--- src/hw/rtl/cbe_fifo.sv ---
// ----------------------------------------------------------------------------
// cbe_fifo
// Small register queue with full/empty flags.
// ----------------------------------------------------------------------------
module cbe_fifo #(
  parameter int WIDTH = 1,
  parameter int DEPTH = 2
) (
  input  logic             clk_i,
  input  logic             rst_ni,
  input  logic             push_i,
  input  logic [WIDTH-1:0] data_i,
  output logic             full_o,
  input  logic             pop_i,
  output logic [WIDTH-1:0] data_o,
  output logic             empty_o
);
  localparam int PW = (DEPTH > 1) ? $clog2(DEPTH) : 1;

  logic [WIDTH-1:0] mem_q [DEPTH];
  logic [PW-1:0]    wr_q, rd_q;
  logic [PW:0]      cnt_q;
  logic             do_push, do_pop;

  assign full_o  = (cnt_q == (PW+1)'(DEPTH));
  assign empty_o = (cnt_q == '0);
  assign do_push = push_i && !full_o;
  assign do_pop  = pop_i && !empty_o;
  assign data_o  = mem_q[rd_q];

  always_ff @(posedge clk_i) begin
    if (do_push) mem_q[wr_q] <= data_i;
  end

  always_ff @(posedge clk_i or negedge rst_ni) begin
    if (!rst_ni) begin
      wr_q  <= '0;
      rd_q  <= '0;
      cnt_q <= '0;
    end else begin
      if (do_push) wr_q <= (wr_q == PW'(DEPTH-1)) ? '0 : wr_q + 1'b1;
      if (do_pop)  rd_q <= (rd_q == PW'(DEPTH-1)) ? '0 : rd_q + 1'b1;
      cnt_q <= cnt_q + (PW+1)'(do_push) - (PW+1)'(do_pop);
    end
  end

endmodule

--- config.mk ---
export PLATFORM = sky130hd
export DESIGN_NAME = cbe_fifo
export DESIGN_NICKNAME = d
export VERILOG_FILES = /design/src/hw/rtl/cbe_fifo.sv
export SDC_FILE = /design/constraint.sdc
export NUM_CORES = 1
export LEC_CHECK = 0
export BUFFER_PORTS_ARGS = -buffer_cell sky130_fd_sc_hd__buf_2
export CAP_MARGIN = 20
export CORE_AREA = 2 2 39 41
export DETAILED_ROUTE_END_ITERATION = 8
export DIE_AREA = 0 0 41 43
export HOLD_SLACK_MARGIN = 0.08
export PLACE_DENSITY = 0.41
export SLEW_MARGIN = 10
export SYNTH_ARGS = -nofsm -noshare
export SYNTH_HDL_FRONTEND = slang
export SYNTH_SLANG_ARGS = --single-unit
--- constraint.sdc ---
create_clock -name clk_i -period 1.5 [get_ports clk_i]
set_input_delay 0.15 -clock clk_i [delete_from_list [all_inputs] [get_ports clk_i]]
set_output_delay 0.15 -clock clk_i [all_outputs]
set_load 0.01 [all_outputs]
==> run_results.csv <==
group,metric,value,unit
run_status,outcome,"finished, final reports clean",
critical_path,startpoint_type,"flip-flop",
synth,synthSimpleGateAreaFrac,0.120,
sta,skew,3.44,ps
pwr,finalPower,0.000997,W
sta,clock.fmax,678,MHz
sta,drv_slew,0,
synth,yosys_register_bits,6,
detailed_routing,routed_wl,574,µm
placement,hpwl,347,µm
sta,rsz0062_at_grt,"yes",
job,maxCapViolCount,0,
synth,yosysWarnings,0,
synth,synthCells,21,
finish,regArea,161,µm²
pwr,internal-power,0.000666,W
global_route,grt_pass1_vias,221,
global_route,grt_max_degree,5,
synth,syn-num-nets,28,
finish,fin_util,0.336,
floorplan,die_y,43,µm
floorplan,start_util,0.196,
global_route,antenna_found_initial,0,
finish,num_antenna_cells,0,
sta,fin_crit,1470,ps
critical_path,worstSetupPathType,"reg -> out",
finish,final-instance-count-excl-fill,56,
sta,fin_tns_setup,0,ps
sta,whs,89.1,ps
pwr,netSwitchingFraction,0.332,
synth,ys_seq_area_frac,0.590,
pwr,p_clk_frac,0.159,
synth,synthArstFlopShare,0.667,
sta,finalHoldViolations,0,
cts,numCtsBuffers,3,
detailed_routing,ant_nets,0,
pwr,power_frac_seq,0.322,
floorplan,dieArea,1760,µm²
finish,syn_to_final_growth,71.4,%
cts,clk-insertion-delay-late,250,ps
pwr,comb_power_share,0.519,
detailed_routing,wl_per_cell,10.3,µm
finish,multiInputGateArea,149,µm²
synth,netlist_area,272,µm²
critical_path,critPathRequiredTime,1350,ps
synth,synth_commonest_cells,"4 x dfrtp_1, 3 x xnor2_1",
placement,placed_cells,46,
sta,post-route-period-util,0.983,
synth,yosysTopAreaCell,"dfrtp_1",
critical_path,worst_setup_path_end_kind,"primary output",
pwr,max-vdd-ir-drop,0.000665,V
finish,fin_nets,49,
global_route,grt_usage,0.0871,
pwr,power.switching,0.000331,W
detailed_routing,vias,213,
floorplan,core_area,1380,µm²
detailed_routing,drt_pass1_iterations,2,
synth,synth_top_family_by_area,"XOR/XNOR gates",
synth,muxShareOfSynthArea,0.0415,
floorplan,fp.dieW,41,µm
synth,ys.flop_type,"dfrtp_1",
synth,synth_top_area_frac,0.369,
pwr,p_leak,0.223,nW
cts,clk_path_buf_depth,2,
global_route,grt_overflow,0,
cts,cts-root-buf,"clkbuf_4",
synth,synth_area_leaders,"dfrtp_1 37%, edfxtp_1 22%, xnor2_1 9.7%",
detailed_routing,drt_iter0_drc,3,
synth,synth-compound-area-share,0,
synth,ys_types,12,
hold_path,hp-class,"in -> reg",
floorplan,ios,8,
cts,cts_tree,"yes",
synth,synthAdderAreaFrac,0.0922,
cts,cts_sinks,6,
synth,synth_xor_area_frac,0.129,
global_route,grt_pass1_wl,855,µm
pwr,p_per_area,2140,nW/µm²
placement,io_buffer_count,7,
sta,max_slew.worst_pin.slew,175,ps
detailed_routing,avgViaCountPerCell,3.80,
sta,finalSetupViolCount,0,
synth,yosysMostFrequentCell,"dfrtp_1",
sta,max-slew-margin-rel,0.883,
synth,syn_avg_cell_area,12.9,µm²
critical_path,worstPathArrival,1320,ps
critical_path,path_max_fanout,3,
finish,nFillCells,149,
placement,gp_congestion,0.677,
cts,h-tree-depth,1,
cts,path_clk_slew,50,ps
synth,synth_edf_count,2,
detailed_routing,drc,0,
finish,drive_above_1_share,0.700,
floorplan,num_rows,14,
power by group through the flow:
stage	clock [W]	sequential, W	combinational, W
after detailed placement	0	0.000301	0.000319
after CTS	0.000162	0.000307	0.000453
after global placement	0	0.000302	0.000306
final	0.000159	0.000321	0.000517
after global routing	0.000174	0.000328	0.000565
after floorplan	0	0.000292	0.000214
stage by stage:
stage	area (µm²)	worst slack (ps)
2_1_floorplan	274	14.7
3_3_place_gp	344	55.0
3_5_place_dp	344	-13.8
4_1_cts	432	12.1
5_1_grt	465	-32.6
6_report	465	26.0
final timing paths:
path,from,slack [ps],depth (start not counted),to
worst min register to register,rd_q,480,1,rd_q
worst max-delay path,cnt_q[1],30,6,empty_o
worst max register to register,cnt_q[0],30,7,cnt_q[1]
min in group asynchronous,rst_ni,230,2,cnt_q[1]
worst min-delay path,data_i,90,1,mem_q[1]
max in group asynchronous,rst_ni,1130,2,cnt_q[1]
cell type report:
class / instances / share of cell area
sequential: 6 / 0.347
multi-input combinational: 13 / 0.320
inverter: 2 / 0.0161
clock buffer: 3 / 0.0484
timing repair buffer: 16 / 0.226
tap: 16 / 0.0430
worst max-delay path, stage by stage, from the launching register on:
cell	delay [ps]
dfrtp_2	420
nor2_4	50
buf_4	120
buf_4	120
buf_4	120
buf_4	110
buf_2	130
cell usage in the layout, fill, tap and decap left out, drive strengths merged:
cell type and count:
clkbuf 3, dfrtp 4, dlygate4sd3 1, nand2b 1, inv 2, xnor2 3
nand2 1, buf 15, edfxtp 2, nor2b 1, nor2 2, xor2 1
mux2 1, ha 2, and3 1
cell families (layout without fill, tap and decap cells):
kind of cell	after synthesis	after routing
flops	6	6
xor+xnor	4	4
fa+ha+maj	2	2
mux	1	1
buf+inv	2	21
simple gates	6	6
state kept, by name, summed over array words and instances (netlist names):
register,flops
cnt_q,2
mem_q,2
rd_q,1
wr_q,1
metal layers:
layer,up-vias,wire length [µm],GRT usage
li1,105,-,-
met1,100,176,0.0629
met3,2,54,0.0785
met2,6,331,0.134
met5,-,0,0
met4,0,12,0.0600
timing repair:
| action | 4_1_cts | 5_1_grt |
|---|---|---|
| pin swaps | 4 | 4 |
| cloned | 0 | 0 |
| hold endpoints to repair | 4 | 0 |
| setup endpoints to repair | 1 | 1 |
| hold buffers | 1 | 0 |
| gates resized for setup | 3 | 6 |
| buffers inserted | 5 | 1 |
No activity file was read; power rests on OpenSTA's default activity.
